File: config.mk
export PLATFORM = sky130hd
export DESIGN_NAME = lru_page_replacement_core
export DESIGN_NICKNAME = d
export VERILOG_FILES = /design/src/hw/rtl/lru_pr_pkg.sv /design/src/hw/rtl/lru_pr_ctrl.sv /design/src/hw/rtl/lru_pr_datapath.sv /design/src/hw/rtl/lru_page_replacement_core.sv
export SDC_FILE = /design/constraint.sdc
export NUM_CORES = 1
export LEC_CHECK = 0
export ABC_AREA = 1
export ABC_CLOCK_PERIOD_IN_PS = 12100
export BUFFER_PORTS_ARGS = -buffer_cell sky130_fd_sc_hd__buf_2
export CAP_MARGIN = 25
export CORE_AREA = 8 8 236 238
export CTS_BUF_LIST = sky130_fd_sc_hd__clkbuf_2 sky130_fd_sc_hd__clkbuf_4 sky130_fd_sc_hd__clkbuf_8
export DETAILED_ROUTE_END_ITERATION = 8
export DIE_AREA = 0 0 244 246
export PLACE_DENSITY = 0.74
export SLEW_MARGIN = 25
export SYNTH_ARGS = -nofsm -noshare
export SYNTH_HDL_FRONTEND = slang
export SYNTH_SLANG_ARGS = --single-unit
File: constraint.sdc
create_clock -name clk -period 12.1 [get_ports clk]
set_input_delay 2.42 -clock clk [delete_from_list [all_inputs] [get_ports clk]]
set_output_delay 2.42 -clock clk [all_outputs]
set_load 0.02 [all_outputs]
File: src/hw/rtl/lru_pr_pkg.sv
// ---------------------------------------------------------------------------
// lru_pr_pkg
// Shared types and constants of the lru page replacement core.
// ---------------------------------------------------------------------------
`default_nettype none

package lru_pr_pkg;

  localparam int unsigned CFG_W         = 5;
  localparam int unsigned FRAME_INDEX_W = 4;
  localparam int unsigned FAULT_W       = 32;
  localparam logic [CFG_W-1:0] CFG_RESET = 5'd4;

  typedef enum logic [1:0] {
    ST_IDLE,
    ST_SCAN,
    ST_UPDATE
  } state_t;

  // controller to datapath
  typedef struct packed {
    logic load;
    logic scan;
    logic update;
  } ctrl_cmd_t;

  // datapath to controller
  typedef struct packed {
    logic scan_done;
    logic out_free;
  } ctrl_sts_t;

endpackage

`default_nettype wire

File: src/hw/rtl/lru_pr_ctrl.sv
// ---------------------------------------------------------------------------
// lru_pr_ctrl
// Sequencer: accept a reference, run the frame scan, then commit the update.
// ---------------------------------------------------------------------------
`default_nettype none

module lru_pr_ctrl (
  input  wire logic                  clk,
  input  wire logic                  rst,
  input  wire logic                  in_valid,
  output logic                       in_stall,
  input  wire lru_pr_pkg::ctrl_sts_t sts,
  output lru_pr_pkg::ctrl_cmd_t      cmd
);

  lru_pr_pkg::state_t state;
  lru_pr_pkg::state_t state_next;

  always_ff @(posedge clk) begin
    if (rst) begin
      state <= lru_pr_pkg::ST_IDLE;
    end else begin
      state <= state_next;
    end
  end

  always_comb begin
    state_next = state;
    cmd        = '0;
    in_stall   = 1'b1;
    unique case (state)
      lru_pr_pkg::ST_IDLE: begin
        in_stall = 1'b0;
        if (in_valid) begin
          cmd.load   = 1'b1;
          state_next = lru_pr_pkg::ST_SCAN;
        end
      end
      lru_pr_pkg::ST_SCAN: begin
        cmd.scan = 1'b1;
        if (sts.scan_done) begin
          state_next = lru_pr_pkg::ST_UPDATE;
        end
      end
      lru_pr_pkg::ST_UPDATE: begin
        // commit only once the result register can take the answer
        if (sts.out_free) begin
          cmd.update = 1'b1;
          state_next = lru_pr_pkg::ST_IDLE;
        end
      end
      default: begin
        state_next = lru_pr_pkg::ST_IDLE;
      end
    endcase
  end

endmodule

`default_nettype wire

File: src/hw/rtl/lru_pr_datapath.sv
// ---------------------------------------------------------------------------
// lru_pr_datapath
// Frame store, recency ranks, fault counter, scan unit and result register.
// ---------------------------------------------------------------------------
`default_nettype none

module lru_pr_datapath #(
  parameter int unsigned MAX_FRAMES = 16,
  parameter int unsigned PAGE_BITS  = 16
) (
  input  wire logic                                 clk,
  input  wire logic                                 rst,
  input  wire logic                                 cfg_wr_en,
  input  wire logic [lru_pr_pkg::CFG_W-1:0]         cfg_wr_data,
  input  wire logic [PAGE_BITS-1:0]                 page_number,
  input  wire logic                                 end_of_sequence,
  input  wire lru_pr_pkg::ctrl_cmd_t                cmd,
  output lru_pr_pkg::ctrl_sts_t                     sts,
  input  wire logic                                 out_stall,
  output logic                                      out_valid,
  output logic                                      hit,
  output logic [lru_pr_pkg::FRAME_INDEX_W-1:0]      frame_index,
  output logic [PAGE_BITS-1:0]                      evicted_page,
  output logic                                      evicted_valid,
  output logic [lru_pr_pkg::FAULT_W-1:0]            fault_count
);

  localparam int unsigned FW = (MAX_FRAMES > 1) ? $clog2(MAX_FRAMES) : 1;
  localparam int unsigned RW = FW;
  localparam int unsigned CW = $clog2(MAX_FRAMES + 1);
  localparam logic [RW-1:0] RANK_TOP = RW'(MAX_FRAMES - 1);

  logic [lru_pr_pkg::CFG_W-1:0] frames_in_use;
  logic [CW-1:0]                nact;

  logic [PAGE_BITS-1:0] frame_page [MAX_FRAMES];
  logic [PAGE_BITS-1:0] mem_rdata;
  logic [MAX_FRAMES-1:0] frame_valid;
  logic [RW-1:0]        recency_rank [MAX_FRAMES];
  logic [MAX_FRAMES-1:0] frame_valid_next;
  logic [RW-1:0]        recency_rank_next [MAX_FRAMES];
  logic [lru_pr_pkg::FAULT_W-1:0] fault_total;
  logic [lru_pr_pkg::FAULT_W-1:0] fault_total_next;

  logic [PAGE_BITS-1:0] page_q;
  logic                 eos_q;

  // scan state
  logic [CW-1:0] addr;
  logic          stage_vld;
  logic [FW-1:0] stage_idx;
  logic          found;
  logic [FW-1:0] match_idx;
  logic [RW-1:0] match_rank;
  logic          empty_found;
  logic [FW-1:0] empty_idx;
  logic [RW-1:0] best_rank;
  logic [FW-1:0] vict_idx;
  logic [PAGE_BITS-1:0] vict_page;

  logic [FW-1:0] sel_idx;
  logic          use_all;
  logic [RW-1:0] limit;
  logic          miss;
  logic          evict;

  always_comb begin
    if (frames_in_use == '0) begin
      nact = CW'(1);
    end else if (32'(frames_in_use) > MAX_FRAMES) begin
      nact = CW'(MAX_FRAMES);
    end else begin
      nact = CW'(frames_in_use);
    end
  end

  always_ff @(posedge clk) begin
    if (rst) begin
      frames_in_use <= lru_pr_pkg::CFG_RESET;
    end else if (cfg_wr_en) begin
      frames_in_use <= cfg_wr_data;
    end
  end

  assign sts.scan_done = (addr == nact) && !stage_vld;
  assign sts.out_free  = !out_valid || !out_stall;

  // frame store: one write port, one registered read port
  always_ff @(posedge clk) begin
    if (cmd.update && miss) begin
      frame_page[sel_idx] <= page_q;
    end
    mem_rdata <= frame_page[addr[FW-1:0]];
  end

  // scan address and compare stage
  always_ff @(posedge clk) begin
    if (rst) begin
      addr      <= '0;
      stage_vld <= 1'b0;
    end else if (cmd.load) begin
      addr      <= '0;
      stage_vld <= 1'b0;
    end else if (cmd.scan && addr != nact) begin
      addr      <= addr + CW'(1);
      stage_vld <= 1'b1;
    end else begin
      stage_vld <= 1'b0;
    end
  end

  always_ff @(posedge clk) begin
    if (cmd.load) begin
      page_q      <= page_number;
      eos_q       <= end_of_sequence;
      found       <= 1'b0;
      empty_found <= 1'b0;
      stage_idx   <= '0;
    end else begin
      if (cmd.scan && addr != nact) begin
        stage_idx <= addr[FW-1:0];
      end
      if (stage_vld) begin
        if (!found && frame_valid[stage_idx] && mem_rdata == page_q) begin
          found      <= 1'b1;
          match_idx  <= stage_idx;
          match_rank <= recency_rank[stage_idx];
        end
        if (!empty_found && !frame_valid[stage_idx]) begin
          empty_found <= 1'b1;
          empty_idx   <= stage_idx;
        end
        // frame zero seeds the victim, later frames must be strictly older
        if (stage_idx == '0 || recency_rank[stage_idx] > best_rank) begin
          best_rank <= recency_rank[stage_idx];
          vict_idx  <= stage_idx;
          vict_page <= mem_rdata;
        end
      end
    end
  end

  assign miss  = !found;
  assign evict = !found && !empty_found;

  always_comb begin
    if (found) begin
      sel_idx = match_idx;
    end else if (empty_found) begin
      sel_idx = empty_idx;
    end else begin
      sel_idx = vict_idx;
    end
    use_all = !found && empty_found;
    limit   = found ? match_rank : best_rank;
  end

  always_comb begin
    frame_valid_next = frame_valid;
    fault_total_next = fault_total;
    for (int j = 0; j < MAX_FRAMES; j++) begin
      recency_rank_next[j] = recency_rank[j];
      if (CW'(j) < nact && FW'(j) != sel_idx && frame_valid[j] &&
          (use_all || recency_rank[j] < limit) && recency_rank[j] < RANK_TOP) begin
        recency_rank_next[j] = recency_rank[j] + RW'(1);
      end
    end
    recency_rank_next[sel_idx] = '0;
    if (miss) begin
      frame_valid_next[sel_idx] = 1'b1;
      if (fault_total != '1) begin
        fault_total_next = fault_total + lru_pr_pkg::FAULT_W'(1);
      end
    end
  end

  always_ff @(posedge clk) begin
    if (rst) begin
      frame_valid <= '0;
      fault_total <= '0;
      for (int j = 0; j < MAX_FRAMES; j++) begin
        recency_rank[j] <= '0;
      end
    end else if (cmd.update) begin
      if (eos_q) begin
        frame_valid <= '0;
        fault_total <= '0;
        for (int j = 0; j < MAX_FRAMES; j++) begin
          recency_rank[j] <= '0;
        end
      end else begin
        frame_valid <= frame_valid_next;
        fault_total <= fault_total_next;
        for (int j = 0; j < MAX_FRAMES; j++) begin
          recency_rank[j] <= recency_rank_next[j];
        end
      end
    end
  end

  // result register
  always_ff @(posedge clk) begin
    if (rst) begin
      out_valid <= 1'b0;
    end else if (cmd.update) begin
      out_valid <= 1'b1;
    end else if (!out_stall) begin
      out_valid <= 1'b0;
    end
  end

  always_ff @(posedge clk) begin
    if (cmd.update) begin
      hit           <= found;
      frame_index   <= lru_pr_pkg::FRAME_INDEX_W'(sel_idx);
      evicted_page  <= evict ? vict_page : '0;
      evicted_valid <= evict;
      fault_count   <= fault_total_next;
    end
  end

endmodule

`default_nettype wire

File: src/hw/rtl/lru_page_replacement_core.sv
// ---------------------------------------------------------------------------
// lru_page_replacement_core
// LRU page replacement unit with saturating fault counter.
// ---------------------------------------------------------------------------
`default_nettype none

// Each transfer on the input carries one page reference and returns one result:
// hit flag, frame holding the page, evicted page and the fault count. Only the
// first frames_in_use frames take part (0 acts as 1, values above MAX_FRAMES act
// as MAX_FRAMES). A reference is handled in steps: a scan of the active frames
// one per cycle through the registered read port of the frame store, the
// compare of the registered read data, a step in which the scan reports done,
// and a commit that updates ranks, frame and counter and loads the result. The
// next reference is taken on the cycle after the commit, so a new reference is
// not accepted while one is in flight. The previous result may still wait in
// the output register while the next reference is scanned; the commit then
// waits until that result has been transferred. frames_in_use must be written
// only while idle; the block itself does not enforce it.
module lru_page_replacement_core #(
  parameter int unsigned MAX_FRAMES = 16,
  parameter int unsigned PAGE_BITS  = 16
) (
  input  wire logic                             clk,
  input  wire logic                             rst,
  input  wire logic                             cfg_wr_en,
  input  wire logic [lru_pr_pkg::CFG_W-1:0]     cfg_wr_data,
  input  wire logic                             in_valid,
  output logic                                  in_stall,
  input  wire logic [PAGE_BITS-1:0]             page_number,
  input  wire logic                             end_of_sequence,
  output logic                                  out_valid,
  input  wire logic                             out_stall,
  output logic                                  hit,
  output logic [lru_pr_pkg::FRAME_INDEX_W-1:0]  frame_index,
  output logic [PAGE_BITS-1:0]                  evicted_page,
  output logic                                  evicted_valid,
  output logic [lru_pr_pkg::FAULT_W-1:0]        fault_count
);

  lru_pr_pkg::ctrl_cmd_t cmd;
  lru_pr_pkg::ctrl_sts_t sts;

  lru_pr_ctrl u_ctrl (
    .clk      (clk),
    .rst      (rst),
    .in_valid (in_valid),
    .in_stall (in_stall),
    .sts      (sts),
    .cmd      (cmd)
  );

  lru_pr_datapath #(
    .MAX_FRAMES (MAX_FRAMES),
    .PAGE_BITS  (PAGE_BITS)
  ) u_datapath (
    .clk             (clk),
    .rst             (rst),
    .cfg_wr_en       (cfg_wr_en),
    .cfg_wr_data     (cfg_wr_data),
    .page_number     (page_number),
    .end_of_sequence (end_of_sequence),
    .cmd             (cmd),
    .sts             (sts),
    .out_stall       (out_stall),
    .out_valid       (out_valid),
    .hit             (hit),
    .frame_index     (frame_index),
    .evicted_page    (evicted_page),
    .evicted_valid   (evicted_valid),
    .fault_count     (fault_count)
  );

  // one reference in flight: after a transfer the input stays stalled
  a_one_in_flight: assert property (@(posedge clk) disable iff (rst)
    (in_valid && !in_stall) |=> in_stall)
    else $error("input accepted while a reference is in flight");

  // a miss always counts, and the counter never wraps to zero
  a_fault_counted: assert property (@(posedge clk) disable iff (rst)
    (out_valid && !hit) |-> (fault_count != '0))
    else $error("page fault with zero fault count");

  a_hit_no_evict: assert property (@(posedge clk) disable iff (rst)
    (out_valid && hit) |-> (!evicted_valid && evicted_page == '0))
    else $error("hit reports an eviction");

  a_commit_clean: assert property (@(posedge clk) disable iff (rst)
    cmd.update |-> (!cmd.load && !cmd.scan && sts.scan_done))
    else $error("commit issued during scan");

endmodule

`default_nettype wire
==> results of run 1 <==
==> flip-flops by register name (all words and copies together), names as in the netlist, 16 cells and up, named ones only <==
| signal | flops |
|---|---|
| u_datapath.evicted_page | 16 |
| u_datapath.fault_count | 32 |
| u_datapath.fault_total | 32 |
| u_datapath.frame_page | 256 |
| u_datapath.frame_valid | 16 |
| u_datapath.mem_rdata | 16 |
| u_datapath.page_q | 16 |
| u_datapath.recency_rank | 64 |
| u_datapath.vict_page | 16 |
==> where the power goes <==
group,internal [mW],switching (mW)
combinational,0.0849,0.226
sequential,1.95,0.0479
clock,0.986,0.722
==> cell usage in the layout, fill, tap and decap left out, drive strengths merged, types with 40 or more instances in the layout <==
master | netlist | final
o21ai | 175 | 175
inv | 250 | 255
clkbuf | 61 | 122
o32ai | 40 | 40
a21oi | 133 | 133
ha | 70 | 70
edfxtp | 423 | 423
buf | 29 | 111
dfxtp | 92 | 92
nand2 | 483 | 483
nand3 | 188 | 188
nor2 | 358 | 358
==> layout make-up <==
type,count,area (um2),area share [%]
sequential,515,14600,52.3
multi-input combinational,1644,8900,32.0
clock buffer,122,1510,5.43
inverter,252,946,3.40
tap,688,861,3.09
timing repair buffer,111,636,2.28
clock inverter,33,413,1.48
antenna,2,5.00,0.0180
==> metal layers <==
layer  GRT usage (%)  vias up  wire, um
met4            9.18        2      2620
met2            35.3      964     31100
met1            27.4     9033     26300
met5               0        -        13
met3            4.66      187      6230
li1                -     8882         -
==> worst paths after layout <==
| check | cells past startpoint | slack [ns] | to |
|---|---|---|---|
| max | 10 | 7.65 | u_datapath.frame_page[15][4] |
| min | 0 | 0.44 | u_datapath.vict_page[13] |
| max reg2reg | 11 | 8.36 | u_datapath.vict_page[10] |
| min reg2reg | 0 | 0.44 | u_datapath.vict_page[13] |
==> critical path: stages <==
cell,delay (ns)
buf_2,0.10
nand2_1,0.10
nand2_1,0.07
buf_4,0.25
inv_2,0.07
buf_4,0.58
nand2_1,0.11
buf_4,0.30
nor3_2,0.52
buf_4,0.29
==> stage by stage <==
stage | instances | total power [mW] | setup slack, ns | instance area (um2) | utilization, %
4_1_cts | 3365 | 4.03 | 7.40 | 27800 | 53.4
3_3_place_gp | 3208 | 2.33 | 6.81 | 25800 | 49.7
2_1_floorplan | 2501 | 2.21 | 5.74 | 24700 | -
5_1_grt | 3367 | 4.14 | 7.46 | 27800 | 53.5
6_report | 3367 | 4.02 | 7.65 | 27800 | 53.5
3_5_place_dp | 3210 | 2.34 | 6.69 | 25900 | 49.7
==> logic make-up (layout without fill, tap and decap cells) <==
| kind of cell | count (synthesis) | after routing |
|---|---|---|
| AO/OA/AOI/OAI | 414 | 414 |
| XOR/XNOR | 55 | 55 |
| adder cells (fa/ha/maj) | 70 | 70 |
| buffers and inverters | 342 | 518 |
| flip-flops | 515 | 515 |
| multiplexers | 25 | 25 |
| other | 0 | 2 |
| AND/OR/NAND/NOR | 1080 | 1080 |
==> results.json, run 1 <==
{
  "muxShareOfSynthArea_pct": 1.01,
  "setup-tns-final_ns": 0,
  "worst_pin_slew_ns": 1.00,
  "yosysTopAreaCellShare_pct": 51.5,
  "synth_top_family_by_area": "simple AND/OR/NAND/NOR gates",
  "synth_simple_gate_area_share_pct": 19.3,
  "syn_inst": 2501,
  "routed_wl_mm": 66.3,
  "holdBufCountCts": 0,
  "gp_congestion": 0.946,
  "cts_tree": "done",
  "syn_avg_cell_area_um2": 9.87,
  "ys.warnings.count": 0,
  "cp-startpoint": "out_stall",
  "synth_nets": 2598,
  "grt_usage_pct": 21.5,
  "min_from": "u_datapath.mem_rdata[13]",
  "synth-edff-count": 423,
  "n_fill_cell": 4432,
  "required_ns": 12.47,
  "insertion_delay_ns": 0.69,
  "synth_common_cells": "462 x nand2_1, 423 x edfxtp_1, 334 x nor2_1",
  "fmax_mhz": 225,
  "postCtsSetupRepairBufs": 0,
  "synthFlopType": "edfxtp_1",
  "drt_iter0_markers": 2070,
  "clock_skew_ns": 0.0251,
  "hold_viol_final": 0,
  "grt_pass1_vias": 18268,
  "die_h_um": 246,
  "ys_types": 48,
  "cts_resized": 0,
  "yosysMostFrequentCell": "nand2_1",
  "grt_pass1_wl_mm": 101,
  "synthesis.area_um2": 24700,
  "remaining_drc_errors": 0,
  "start_kind": "input pin",
  "path_max_fanout": 56,
  "clkSinkCount": 515,
  "row_count": 84,
  "status": "finished, final reports clean",
  "via_per_inst": 5.66,
  "hold_slack_ns": 0.437,
  "final_nets": 2705,
  "numCtsBuffers": 84,
  "coreArea_um2": 52000,
  "grt_overflow": 0,
  "maxSlewHeadroom_pct": 33.1,
  "setup_viol": 0,
  "worstSetupEndpointType": "flip-flop",
  "io-pin-count": 83,
  "yosys.area_share.adder_pct": 3.55,
  "synth_compound_area_share_pct": 9.81,
  "layout-drive-gt1-share_pct": 13.3,
  "vias": 19068,
  "area_delta_synth_final_pct": 12.8,
  "yosysSeqAreaShare_pct": 58.9,
  "clk_pin_slew_ns": 0.06,
  "die_w_um": 244,
  "rsz0062_at_grt": "false",
  "p_leak_nw": 10.5,
  "ant_nets": 0,
  "initial_core_util_pct": 47.4,
  "finalCritPeriodShare_pct": 36.8,
  "grt_max_degree": 133,
  "wl_per_cell_um": 19.7,
  "final.min_clock_period_ns": 4.45,
  "dp_hpwl_mm": 45.0,
  "ys_ff_latch": 515,
  "first_pass_iters": 6,
  "min_path_type": "flip-flop to flip-flop",
  "ys_top_cells_by_area": "edfxtp_1 51%, dfxtp_1 7.5%, nand2_1 7.0%",
  "ys_async_sr_fraction_pct": 0,
  "synth_xor_area_share_pct": 1.95,
  "synth_top_cell_by_area": "edfxtp_1",
  "antenna_found_initial": 3,
  "crit_arrival_ns": 4.82,
  "cap_violations": 0,
  "peakVddDrop_v": 0.0000977,
  "cts_max_path_buffers": 3,
  "io_buffer_count": 82,
  "cts_root_buf": "clkbuf_8",
  "die-area_um2": 60000,
  "slew_viol_final": 0,
  "powerDensity_nw_per_um2": 144,
  "h-tree-depth": 3,
  "critical_path_class": "input pin to flip-flop"
}
No activity file was read; power rests on OpenSTA's default activity.
==> run 2, diff against run 1 <==
ABC_AREA = 0   (was 1)
ABC_CLOCK_PERIOD_IN_PS = 4200   (was 12100)
CORE_AREA = 8 8 228 230   (was 8 8 236 238)
DIE_AREA = 0 0 236 238   (was 0 0 244 246)
clock period = 4.2 ns   (was 12.1 ns; I/O delays follow)
==> run 2 against run 1 <==
Effect of this change:
- sequential share of layout area grew 3.7 points
- clock skew grew 0.013 ns
- non-clock buffer count grew 15
- critical path type is now flip-flop to flip-flop
- highest routed layer unchanged
==> results.json, run 2 <==
{
  "status": "finished, final reports clean",
  "top_register": "u_datapath.frame_page",
  "clkPwrFrac_pct": 41.3,
  "crit_arrival_ns": 3.68,
  "final_cell_mix": "423 x edfxtp_1, 155 x nor2_1, 105 x mux4_2",
  "antenna_found_initial": 1,
  "cts_max_path_buffers": 3,
  "antenna_cells": 0,
  "synthFlopType": "edfxtp_1",
  "cap_violations": 0,
  "grt_pass1_wl_mm": 83.8,
  "min_path_type": "input pin to flip-flop",
  "path_max_fanout": 24,
  "holdBufCountCts": 0,
  "gp_congestion": 0.895,
  "switching_share_pct": 23.3,
  "clock_skew_ns": 0.0380,
  "min_from": "page_number[10]",
  "stdcell_count": 2424,
  "rsz0062_at_grt": "false",
  "ys_types": 70,
  "die-area_um2": 56200,
  "ys.warnings.count": 0,
  "io_buffer_count": 82,
  "dp_hpwl_mm": 35.1,
  "routed_wl_mm": 54.0,
  "p_leak_nw": 8.88,
  "insertion_delay_ns": 0.69,
  "ant_nets": 0,
  "cts_tree": "done",
  "dpl_cell_area_um2": 24300,
  "required_ns": 4.53,
  "synth_nets": 1696,
  "p_comb_share_pct": 5.1,
  "crit_path_max_incr_delay_ns": 0.58,
  "cts_resized": 0,
  "die_w_um": 236,
  "r2r_cells": 11,
  "h-tree-depth": 3,
  "hold_viol_final": 0,
  "worst_pin_slew_ns": 0.962,
  "slew_viol_final": 0,
  "critPathTopFamily": "multiplexers",
  "die_h_um": 238,
  "worstSetupEndpointType": "flip-flop",
  "ys_ff_latch": 515,
  "vias": 14446,
  "synth-edff-count": 423,
  "synthesis.area_um2": 22900,
  "path_cells": "buf_4, mux4_2, mux4_2, ha_1, nor2b_1, o21ai_0, nand2b_1, a21oi_1, a41o_1, a21oi_4, buf_4",
  "first_pass_iters": 6,
  "finalCritPeriodShare_pct": 79.8,
  "yosysSeqAreaShare_pct": 63.4,
  "numCtsBuffers": 84,
  "remaining_drc_errors": 0,
  "grt_pass1_vias": 14447,
  "slowest_stage": "mux4_2",
  "cp.depth": 11,
  "ys_top_cells_by_area": "edfxtp_1 55%, mux4_2 10%, dfxtp_1 8.0%",
  "n_fill_cell": 3754,
  "coreArea_um2": 48300,
  "reg_top3": "u_datapath.frame_page: 256 flops, u_datapath.recency_rank: 64 flops",
  "clk_pin_slew_ns": 0.06,
  "syn_inst": 1599,
  "layout-drive-gt1-share_pct": 23.4,
  "synth_common_cells": "423 x edfxtp_1, 164 x nor2_1, 105 x mux4_2",
  "regArea_um2": 14500,
  "postLayoutCellArea_um2": 26000,
  "cts_root_buf": "clkbuf_8",
  "min_delay_path_depth": 1,
  "crit_buf_inv": 2,
  "switchingPower_mw": 2.50,
  "multiInputGateArea_um2": 8080,
  "via_per_inst": 5.96,
  "final_common_cell": "edfxtp_1",
  "ys_async_sr_fraction_pct": 0,
  "grt_usage_pct": 19.2,
  "final_nets": 1831,
  "synth_top_cell_by_area": "edfxtp_1",
  "setup-tns-final_ns": 0,
  "peakVddDrop_v": 0.000242,
  "clkSinkCount": 515,
  "start_kind": "flip-flop",
  "fmax_mhz": 299,
  "final.min_clock_period_ns": 3.35,
  "wl_per_cell_um": 22.3,
  "yosysTopAreaCellShare_pct": 55.4,
  "area_delta_synth_final_pct": 13.3,
  "powerDensity_nw_per_um2": 413,
  "pwr-share-seq_pct": 53.6,
  "io-pin-count": 83,
  "maxSlewHeadroom_pct": 35.0,
  "initial_core_util_pct": 47.5,
  "critical_path_class": "flip-flop to flip-flop",
  "setup_viol": 0,
  "grt_overflow": 0,
  "row_count": 81,
  "syn_avg_cell_area_um2": 14.4,
  "yosysMostFrequentCell": "edfxtp_1",
  "drt_iter0_markers": 1541,
  "power_mw": 10.7,
  "grt_max_degree": 55,
  "largest_reg_flops": 256,
  "dp.cells": 2270,
  "postCtsSetupRepairBufs": 0,
  "p_int_mw": 8.23
}
==> run 2: kinds of logic (layout without fill, tap and decap cells) <==
family | count (synthesis) | in the layout | synth area share (%)
flip-flops | 515 | 515 | 63.4
AND/OR/NAND/NOR | 433 | 433 | 9.23
buffers and inverters | 106 | 309 | 1.86
multiplexers | 139 | 139 | 11.8
adder cells (fa/ha/maj) | 70 | 70 | 3.82
XOR/XNOR | 75 | 75 | 2.86
AO/OA/AOI/OAI | 261 | 261 | 7.04
==> run 2: layer usage <==
layer,global-route usage [%],part of all wire [%],up-vias
li1,-,-,6502
met3,4.78,8.5,118
met4,9.34,4.0,2
met2,31.0,48,640
met5,0,0.024,-
met1,24.2,39,7184
==> run 2: power groups by stage <==
| stage | registers [mW] | clock network [mW] | logic [mW] |
|---|---|---|---|
| final | 5.75 | 4.44 | 0.546 |
| after floorplan | 5.78 | 0 | 0.405 |
| after global placement | 5.85 | 0 | 0.529 |
| after global routing | 5.76 | 4.74 | 0.597 |
| after detailed placement | 5.86 | 0 | 0.543 |
| after CTS | 5.75 | 4.54 | 0.545 |
==> run 2: area by class of cell <==
class                           instances  share of cell area [%]
Sequential cell                       515                    56.0
Multi-Input combinational cell        978                    31.1
Clock buffer                          119                    5.58
Tap cell                              622                    2.99
Timing Repair Buffer                  126                    2.90
Clock inverter                         35                    1.07
Inverter                               29                   0.433
==> run 2: metrics by stage <==
stage,setup slack [ns],util (%),hold slack (ns)
after floorplan,0.262,-,0.428
after global placement,0.823,50.2,0.446
final,0.850,53.8,0.321
after detailed placement,0.837,50.2,0.438
after global routing,0.698,53.8,0.290
after CTS,0.840,53.8,0.269
==> run 2: worst paths after layout <==
| kind | end | slack, ns |
|---|---|---|
| worst max-delay path | u_datapath.best_rank[0] | 0.85 |
| worst min-delay path | u_datapath.page_q[10] | 0.32 |
| worst max register to register | u_datapath.best_rank[0] | 0.85 |
| worst min register to register | u_datapath.vict_page[7] | 0.45 |
